$ cat src/hw/rtl/rwc_pkg.sv
// ----------------------------------------------------------------------------
// rwc_pkg
// Shared widths, defaults and command codes of the reachable weight collector.
// ----------------------------------------------------------------------------
package rwc_pkg;

  localparam int DEF_MAX_NODES   = 64;
  localparam int DEF_WEIGHT_BITS = 16;

  localparam int CMD_W          = 2;
  localparam int NODE_IN_W      = 6;
  localparam int WEIGHT_IN_W    = 16;
  localparam int SUM_W          = 22;
  localparam int IN_TDATA_W     = 32;
  localparam int OUT_TDATA_W    = 24;

  localparam logic [CMD_W-1:0] CMD_ADD_EDGE = 2'd0;
  localparam logic [CMD_W-1:0] CMD_SET_WGT  = 2'd1;
  localparam logic [CMD_W-1:0] CMD_RESTORE  = 2'd2;
  localparam logic [CMD_W-1:0] CMD_COLLECT  = 2'd3;

endpackage

$ cat src/hw/rtl/rwc_store.sv
// ----------------------------------------------------------------------------
// rwc_store
// Single-port-write, single-port-read synchronous memory; read data is
// registered. A per-entry valid bit makes unwritten entries read as zero.
// ----------------------------------------------------------------------------
module rwc_store #(
  parameter int DEPTH = rwc_pkg::DEF_MAX_NODES,
  parameter int WIDTH = rwc_pkg::DEF_WEIGHT_BITS,
  parameter int AW    = $clog2(DEPTH)
) (
  input  logic             clk,
  input  logic             rst,
  input  logic             we,
  input  logic [AW-1:0]    waddr,
  input  logic [WIDTH-1:0] wdata,
  input  logic             re,
  input  logic [AW-1:0]    raddr,
  output logic [WIDTH-1:0] rdata
);

  logic [WIDTH-1:0] mem [DEPTH];
  logic [DEPTH-1:0] vld;
  logic [WIDTH-1:0] q;
  logic             q_vld;

  always_ff @(posedge clk) begin
    if (rst) begin
      vld <= '0;
    end else if (we) begin
      vld[waddr] <= 1'b1;
    end
  end

  always_ff @(posedge clk) begin
    if (we) begin
      mem[waddr] <= wdata;
    end
    if (re) begin
      q     <= mem[raddr];
      q_vld <= vld[raddr];
    end
  end

  assign rdata = q_vld ? q : '0;

endmodule

$ cat config.mk
export PLATFORM = sky130hd
export DESIGN_NAME = rwc_store
export DESIGN_NICKNAME = d
export VERILOG_FILES = /design/src/hw/rtl/rwc_pkg.sv /design/src/hw/rtl/rwc_store.sv
export SDC_FILE = /design/constraint.sdc
export NUM_CORES = 1
export LEC_CHECK = 0
export BUFFER_PORTS_ARGS = -buffer_cell sky130_fd_sc_hd__buf_4
export CELL_PAD_IN_SITES_DETAIL_PLACEMENT = 1
export CELL_PAD_IN_SITES_GLOBAL_PLACEMENT = 2
export CORE_ASPECT_RATIO = 2
export CORE_MARGIN = 2
export CORE_UTILIZATION = 52
export CTS_BUF_LIST = sky130_fd_sc_hd__clkbuf_2 sky130_fd_sc_hd__clkbuf_4 sky130_fd_sc_hd__clkbuf_8
export DETAILED_ROUTE_END_ITERATION = 10
export PLACE_DENSITY = 0.8
export SLEW_MARGIN = 20
export SYNTH_ARGS = -nofsm -noshare
export SYNTH_HDL_FRONTEND = slang
export SYNTH_SLANG_ARGS = --single-unit
export TNS_END_PERCENT = 5
$ cat constraint.sdc
create_clock -name clk -period 2.9 [get_ports clk]
set_input_delay 0.29 -clock clk [delete_from_list [all_inputs] [get_ports clk]]
set_output_delay 0.29 -clock clk [all_outputs]
set_load 0.02 [all_outputs]
==> flow_summary.toml, run 1 <==
[power]
power_density_nw_per_um2 = 649.1
irDropWorstVdd_uv = 466.5
leakage_nw = 15.69

[drt]
wl_mm = 116.1
dr.pass1.iters = 6
vias = 21870
drc_errors = 0
viasPerCell = 6.242
routedWlPerCell_microns = 33.14
final_antenna_net_count = 0
drtIter0Drc = 1929

[logic_synthesis]
yosysSeqAreaShare_pct = 76.42
avgSynthCellArea_sq_um = 20.59
synth_cells = 2068
ys_ff_latch = 1105
yosys_warnings = 0
postSynth.asyncResetShare_pct = 0
netlist-cell-type-count = 38
synthesis.area_sq_um = 42580
synth_ff_type = "edfxtp_1"
syn-num-nets = 2100
synth_edf_count = 1041

[cts]
cts.path.max_buffers = 3
cts_sinks = 1105
cts_tree = "yes"
h-tree-depth = 4
clk_pin_slew_worst_paths_ns = 0.07
cts_setup_buffers = 0
cts_buffers = 147
insertion_delay_ns = 0.80
clock-root-buffer = "clkbuf_8"

[sta]
finClkSkew_ns = 0.03274
fin_crit_ns = 2.511
tightest_slew_ns = 0.9554
drv_slew = 0
setup_violations = 0
rsz0062_at_grt = "false"
fmax_mhz = 398.3
max_slew_margin_pct = 36.18
fin_crit_sh_pct = 86.57
finalHoldViolCount = 0
hold-worst-slack_ns = 0.06367

[floorplanning]
die_y_microns = 408.7
ios = 48
start_util_pct = 52.38
die_area_sq_um = 84330
die_w_microns = 206.3
rows = 148
core_area_sq_um = 81290

[hold_path]
hp-class = "in2reg"

[critical_path]
slowest_stage = "mux2i_1"
path_class = "reg2reg"
worstRegToRegCells = 5
arrival_ns = 3.03
crit_path_start_kind = "flop"
r2r_start = "mem[2][2]"
r2r-end = "q[2]"
cp-startpoint = "mem[2][2]"
critPathMaxStageDelay_ns = 0.55
crit_required_ns = 3.42
r2r_slack_ns = 0.39
crit_chain = "mux4_2, mux2i_1, a22oi_1, a31oi_1, a311oi_1"
crit_path_end = "q[2]"
worst-path-max-fanout = 1
end_kind = "flop"

[grt]
grt_pass1_wl_mm = 167.9
gr-total-overflow = 0
antenna_found_initial = 7
grt_max_degree = 65
grt_usage_pct = 28.61
grt_pass1_vias = 23670

[run]
cap_violations = 0

[placed_design]
io_buffer_count = 47
gp_congestion = 0.8532
dp_hpwl_mm = 76.47
placed_area_sq_um = 45280

[final_layout]
fin_area_sq_um = 48250
final_net_count = 2368
area_growth_pct = 13.33
layout-drive-gt1-share_pct = 29.21

[outcome]
status = "finished clean"
==> logic make-up after synthesis <==
family          share of synthesized area [%]
buf+inv                                 1.837
compound gates                          2.847
mux                                     15.15
flops                                   76.42
simple gates                            3.738
==> repair_timing <==
item | 4_1_cts | 5_1_grt
hold buffers | 4 | 0
endpoints found under the hold margin | 21 | 0
gates resized for setup | 0 | 0
==> cell usage after synthesis, types with 13 or more instances <==
| cell type | instances | area (sq um) |
|---|---|---|
| a211oi_1 | 16 | 120.1 |
| a221oi_1 | 22 | 192.7 |
| a22oi_1 | 60 | 450.4 |
| a311oi_1 | 13 | 113.9 |
| and2_1 | 19 | 118.9 |
| buf_2 | 34 | 170.2 |
| buf_6 | 15 | 168.9 |
| clkbuf_1 | 43 | 161.4 |
| dfxtp_1 | 64 | 1281 |
| edfxtp_1 | 1041 | 31260 |
| mux2i_1 | 93 | 930.9 |
| mux4_2 | 231 | 5202 |
| nand2_1 | 29 | 108.9 |
| nand3_1 | 31 | 155.2 |
| nor2_1 | 191 | 716.9 |
| nor2b_1 | 36 | 225.2 |
==> through the flow <==
stage | cells | setup WS [ns] | utilization [%] | power, mW | TNS (ns)
floorplan | 2068 | 0.5404 | - | 18.88 | 0
global placement | 3233 | -0.2746 | 55.70 | 19.79 | -0.4165
detailed placement | 3233 | -0.3045 | 55.70 | 19.86 | -0.6377
CTS | 3501 | 0.4054 | 59.35 | 31.55 | 0
global route | 3502 | 0.4555 | 59.35 | 32.16 | 0
finish | 3504 | 0.3894 | 59.36 | 31.32 | 0
==> layout by cell type, fill, tap and decap left out, drive strengths merged <==
cell type	n
diode	3
inv	3
bufinv	8
nand3b	1
clkbuf	186
edfxtp	1041
and3	3
nand4	6
nor3	8
a311oi	13
and4	10
nand2	30
dlygate4sd3	4
nor2b	36
and2	19
mux2	12
nor4	3
clkinvlp	10
nor2	193
a221oi	22
a22oi	60
a211o	10
a21boi	2
buf	232
o21ba	4
nand3	31
mux4	238
dfxtp	64
or3	1
nand2b	5
clkinv	57
a211oi	16
a31oi	10
mux2i	93
a22o	8
a21oi	12
==> state kept, by name, indices dropped and copies added, names as in the netlist <==
name / cells
mem: 1024
q: 16
q_vld: 1
vld: 64
==> critical path: cells and delay by family, from the launching register on <==
kind / cells / cell delay [ns]
flip-flops: 1 / 0.38
multiplexers: 2 / 1.02
AO/OA/AOI/OAI: 3 / 0.85
==> layer usage <==
| metal | share of wire (%) | global-route usage [%] | vias up |
|---|---|---|---|
| li1 | - | - | 9065 |
| met1 | 34 | 31.87 | 11680 |
| met2 | 54 | 49.84 | 842 |
| met3 | 5.0 | 4.879 | 284 |
| met4 | 7.7 | 18.98 | 6 |
| met5 | 0.037 | 0 | - |
==> cell type report <==
type / instances / area [sq um]
clock inverter: 78 / 581.8
timing repair buffer: 236 / 2176
multi-input combinational: 846 / 9286
antenna: 3 / 7.507
sequential: 1105 / 32540
tap: 1050 / 1314
fill: 6933 / 33040
clock buffer: 186 / 2347
==> worst min-delay path by stage <==
stage | start | to | slack (ns) | cells past startpoint
2_1_floorplan | wdata[0] | mem[0][0] | 0.39 | 0
3_3_place_gp | vld[49] | vld[49] | 0.44 | 2
3_5_place_dp | vld[42] | vld[42] | 0.46 | 2
4_1_cts | wdata[10] | mem[46][10] | 0.03 | 1
5_1_grt | wdata[10] | mem[46][10] | 0.06 | 1
6_report | rst | vld[41] | 0.06 | 2
==> report_power, final <==
group	internal, mW	switching (mW)	total, mW
Combinational	0.698	1.18	1.88
Sequential	17.6	0.0520	17.6
Clock	6.05	5.77	11.8
Note: power is estimated with default switching activity, not from simulation.
==> run 2, diff against run 1 <==
- ABC_AREA: not set -> 1
- CORE_UTILIZATION: 52 -> 45
- clock period: 2.9 -> 2.7 ns (I/O delays scaled with it)
==> run 2 against run 1 <==
- clock power is 10% higher
- non-clock buffer count is 32 lower
- count of clock-buffer cells in the layout is 42 higher
- die area is 21% higher
- largest cell class unchanged
==> flow_summary.toml, run 2 <==
[sta]
setup_violations = 0
rsz0062_at_grt = "false"
fin_crit_sh_pct = 79.85
tightest_slew_ns = 0.9855
layout_setup_ws_ns = 0.5441
finalHoldViolCount = 0
finClkSkew_ns = 0.02937
max_slew_margin_pct = 34.30
fmax_mhz = 463.9
drv_slew = 0
fin_crit_ns = 2.156
setup_tns_ns = 0

[critical_path]
crit_required_ns = 2.43
path_class = "reg2out"
crit_path_start_kind = "flop"
end_kind = "primary output"
worst-path-max-fanout = 12
arrival_ns = 1.89
worstRegToRegCells = 8

[drt]
drc_errors = 0
viasPerCell = 5.634
vias = 30960
wl_mm = 146.4
dr.pass1.iters = 5
drtIter0Drc = 2259
routedWlPerCell_microns = 26.64
final_antenna_net_count = 0

[cts]
cts_sinks = 1105
clock-root-buffer = "clkbuf_8"
cts_buffers = 151
ctsResizeCount = 0
cts.path.max_buffers = 3
clk_pin_slew_worst_paths_ns = 0.07
cts_tree = "yes"
h-tree-depth = 4
insertion_delay_ns = 0.86

[final_layout]
top_register = "mem"
fin_area_sq_um = 50270
final_net_count = 4081
largest_register_ff_count = 1024
final_cell_mix = "nand2_1 (1402), edfxtp_1 (1041), nand3_1 (918), clkbuf_8 (173), nor2_1 (163)"
final_common_cell = "nand2_1"
n_fill_cell = 10300
area_growth_pct = 12.43
layout-drive-gt1-share_pct = 11.57
reg_top3 = "mem: 1024 flops, vld: 64 flops, q: 16 flops"
fin_cells = 5494

[logic_synthesis]
synth_ff_type = "edfxtp_1"
synthTopCellsByCount = "nand2_1 (1402), edfxtp_1 (1041), nand3_1 (918)"
synth.area.top_cells = "edfxtp_1 (70%), nand2_1 (12%), nand3_1 (10%), dfxtp_1 (2.9%), nor2_1 (1.6%)"
synth_edf_count = 1041
synth_top_cell_by_area = "edfxtp_1"
postSynth.asyncResetShare_pct = 0
synth_cells = 3936
yosys_warnings = 0
synthesis.area_sq_um = 44720
syn-num-nets = 3968
netlist-cell-type-count = 15
avgSynthCellArea_sq_um = 11.36
yosysTopAreaCellShare_pct = 69.90
synth.most_common_cell = "nand2_1"
ys_ff_latch = 1105
yosysSeqAreaShare_pct = 72.77

[run]
cap_violations = 0

[placed_design]
place_inst = 5204
dp_hpwl_mm = 88.88
pre_cts_ws_ns = 0.1316
io_buffer_count = 47
placed_area_sq_um = 47120
gp_congestion = 0.8378

[power]
p_comb_share_pct = 7.4
power_switching_mw = 8.416
irDropWorstVdd_uv = 480.8
power.internal_mw = 26.13
leakage_nw = 18.40
power_density_nw_per_um2 = 687.1
switching_share_pct = 24.36
clkPwrFrac_pct = 37.7
power_frac_seq_pct = 54.8

[floorplanning]
rows = 163
die_y_microns = 449.8
start_util_pct = 45.40
die_area_sq_um = 102100
core_area_sq_um = 98510
die_w_microns = 226.9
ios = 48

[grt]
grt_pass1_wl_mm = 214.9
grt_pass1_vias = 32270
gr-total-overflow = 0
grt_usage_pct = 29.32
grt_max_degree = 95
antenna_found_initial = 2

[outcome]
status = "finished clean"

[hold_path]
hp-class = "in2reg"
holdPathStages = 1
==> run 2: kinds of logic after synthesis <==
| family | synth area share [%] |
|---|---|
| flip-flops | 72.77 |
| AND/OR/NAND/NOR | 23.84 |
| buffers and inverters | 3.394 |
==> run 2: power groups by stage <==
stage / clock (mW) / combinational [mW] / sequential [mW]
final: 13.0 / 2.57 / 18.9
after global placement: 0 / 2.54 / 19.3
after detailed placement: 0 / 2.57 / 19.3
after floorplan: 0 / 1.28 / 19.3
after CTS: 13.3 / 2.59 / 18.9
after global routing: 13.9 / 2.76 / 18.9
==> run 2: routing by layer <==
metal | global-route usage, % | vias to the layer above | wire length, microns | share of wire [%]
met4 | 14.79 | 0 | 7903 | 5.4
met3 | 3.964 | 302 | 6636 | 4.5
met5 | 0 | - | 0 | 0
li1 | - | 13860 | - | -
met2 | 52.74 | 897 | 78420 | 54
met1 | 33.72 | 15900 | 53420 | 36
==> run 2: critical path: stages, from the launching register on <==
cell	delay [ns]
edfxtp_1	0.50
buf_4	0.26
nand2_1	0.08
inv_1	0.07
buf_4	0.13
==> run 2: final timing paths <==
check | end | slack [ns] | from
setup / recovery | rdata[5] | 0.54 | q_vld
hold / removal | mem[37][11] | 0.009 | wdata[11]
setup reg to reg | q[5] | 0.96 | mem[23][5]
hold reg to reg | vld[40] | 0.47 | vld[40]
==> run 2: what timing repair did <==
item	4_1_cts	5_1_grt
hold endpoints to repair	170	0
hold buffers	10	0
endpoints found under the setup margin	0	1
buffers inserted	0	2
==> run 2: layout make-up <==
type / instances / area, sq um / share of cell area [%]
sequential: 1105 / 32540 / 64.73
antenna: 1 / 2.502 / 0.004977
clock inverter: 49 / 244.0 / 0.4853
tap: 1320 / 1652 / 3.285
multi-input combinational: 2529 / 10740 / 21.36
inverter: 58 / 239.0 / 0.4753
clock buffer: 228 / 2794 / 5.557
timing repair buffer: 204 / 2063 / 4.104
==> run 2: per-stage QoR <==
stage | hold WS (ns) | total power [mW] | utilization (%)
after floorplan | 0.3689 | 20.55 | -
after global placement | 0.4477 | 21.86 | 47.83
after detailed placement | 0.4598 | 21.89 | 47.83
after CTS | 0.004882 | 34.80 | 51.02
after global routing | 0.001548 | 35.60 | 51.04
final | 0.009216 | 34.54 | 51.04
==> run 3, diff against run 2 <==
- ABC_AREA: 1 -> 0
- CORE_UTILIZATION: 45 -> 47
- PLACE_DENSITY: 0.8 -> 0.76
- clock period: 2.7 -> 1.8 ns (I/O delays scaled with it)
==> run 3 against run 2 <==
- largest power group unchanged
- sequential share of layout area shrank 1.0 points
- combinational power grew 39%
- cell count down 31%
- die area fell by 8.7%
- worst setup slack got worse by 0.76 ns
- critical path depth rose by 2
- utilization increased by 5.6 points
- the flow now finishes with violations (negative setup slack)
- first-iteration DRC count is 17% lower
- non-clock buffer count is 165 higher
- hold slack improved by 0.082 ns
- clock power rose by 52%
- via count down 28%
==> flow_summary.toml, run 3 (synthesis gave the netlist of run 1 again) <==
[outcome]
status = "finished with violations"
violations = "negative setup slack"

[final_layout]
layout-drive-gt1-share_pct = 35.79
final_cell_mix = "edfxtp_1 (1041), mux4_2 (232), buf_4 (227), nor2_1 (183), clkbuf_8 (168)"
final_util_pct = 56.64
final_common_cell = "edfxtp_1"
fin_cells = 3777
top_register = "mem"
largest_register_ff_count = 1024
final_net_count = 2504
reg_top3 = "mem: 1024 flops, vld: 64 flops, q: 16 flops"
area_growth_pct = 19.96

[grt]
grt_pass1_wl_mm = 173.5
grt_max_degree = 65
grt_usage_pct = 26.47
gr-total-overflow = 0
antenna_found_initial = 3
grt_pass1_vias = 24660

[cts]
cts_tree = "yes"
cts.path.max_buffers = 3
clock-root-buffer = "clkbuf_8"
cts_sinks = 1105
cts_buffers = 150
h-tree-depth = 4
insertion_delay_ns = 0.79
clk_pin_slew_worst_paths_ns = 0.07

[power]
switching_share_pct = 22.11
irDropWorstVdd_uv = 569.3
leakage_nw = 16.75
p_comb_share_pct = 6.9
power_switching_mw = 11.42
power_frac_seq_pct = 55.0
power.internal_mw = 40.23
clkPwrFrac_pct = 38.1
power_density_nw_per_um2 = 1011

[placed_design]
dp_hpwl_mm = 80.76
io_buffer_count = 47
gp_congestion = 0.8572
place_inst = 3483

[run]
cap_violations = 0

[sta]
layout_setup_ws_ns = -0.2197
fin_crit_ns = 2.020
finClkSkew_ns = 0.02833
fin_crit_sh_pct = 112.2
setup_violations = 32
drv_slew = 0
tightest_slew_ns = 1.026
rsz0062_at_grt = "true"
max_slew_margin_pct = 31.48
setup_tns_ns = -2.640
hold-worst-slack_ns = 0.09075
fmax_mhz = 495.1
finalHoldViolCount = 0

[drt]
vias = 22360
dr.pass1.iters = 5
drtIter0Drc = 1869
routedWlPerCell_microns = 31.77
viasPerCell = 5.920
wl_mm = 120.0
drc_errors = 0
final_antenna_net_count = 0

[floorplanning]
rows = 156
start_util_pct = 47.22
die_w_microns = 216.8
ios = 48
die_y_microns = 429.7
core_area_sq_um = 90180
die_area_sq_um = 93160

[critical_path]
arrival_ns = 2.55
slowest_stage = "mux4_2"
r2r_start = "mem[46][11]"
end_kind = "flop"
crit_required_ns = 2.33
critPathMaxStageDelay_ns = 0.49
crit_path_start_kind = "flop"
path_class = "reg2reg"
r2r_slack_ns = -0.22
crit_chain = "mux4_2, mux2i_1, buf_4, nor2_4, a311oi_4, nor4_1"
r2r-end = "q[11]"
worstRegToRegCells = 6
worst-path-max-fanout = 1

[hold_path]
holdPathStages = 4
hold_start = "waddr[0]"
min_to = "mem[50][7]"
hp-class = "in2reg"
==> run 3: worst max path at each step <==
| stage | startpoint | to | slack [ns] | cells after the start |
|---|---|---|---|---|
| after floorplan | waddr[5] | mem[50][0] | -0.41 | 3 |
| after global placement | raddr[2] | q[6] | -1.08 | 8 |
| after detailed placement | raddr[2] | q[6] | -1.12 | 8 |
| after CTS | mem[47][6] | q[6] | -0.25 | 5 |
| after global routing | mem[46][11] | q[11] | -0.26 | 6 |
| final | mem[46][11] | q[11] | -0.22 | 6 |
==> run 3: timing repair <==
item	CTS	global route
hold buffers	21	0
endpoints found under the setup margin	33	33
endpoints found under the hold margin	826	0
buffers inserted	0	1
pin swaps	26	19
resized for setup	60	55
==> run 3: power groups by stage <==
stage / Clock (mW) / Combinational [mW] / Sequential [mW]
global route: 21.0 / 3.71 / 28.4
global placement: 0 / 3.24 / 28.9
finish: 19.7 / 3.56 / 28.4
CTS: 20.1 / 3.49 / 28.4
detailed placement: 0 / 3.34 / 28.9
floorplan: 0 / 1.52 / 28.9
==> run 3: per-layer routing <==
layer	share of wire, %	GRT usage [%]	routed length [microns]
met5	0	0	0
met2	55	47.80	65440
met3	4.4	3.924	5322
met1	33	28.12	40010
met4	7.7	18.57	9220
==> run 3: metrics by stage <==
step                worst slack, ns  power [mW]  instance area, sq um
global route                -0.2597       53.07                 51080
CTS                         -0.2461       51.94                 50830
floorplan                   -0.4069       30.42                 42590
global placement             -1.079       32.17                 47230
detailed placement           -1.117       32.29                 47230
finish                      -0.2197       51.65                 51080
==> run 3: final cells by class <==
class	count	area [sq um]
sequential	1105	32540
antenna	2	5.005
fill	7882	39100
multi-input combinational	846	9776
clock inverter	60	456.7
timing repair buffer	369	4187
clock buffer	210	2628
tap	1185	1483
==> run 3: critical path, delay by kind of cell, from the launching register on <==
kind | cells | cell delay, ns
and+or+nand+nor | 2 | 0.15
DFF | 1 | 0.38
muxes | 2 | 0.65
buffers and inverters | 1 | 0.22
AOI/OAI and AO/OA | 1 | 0.37
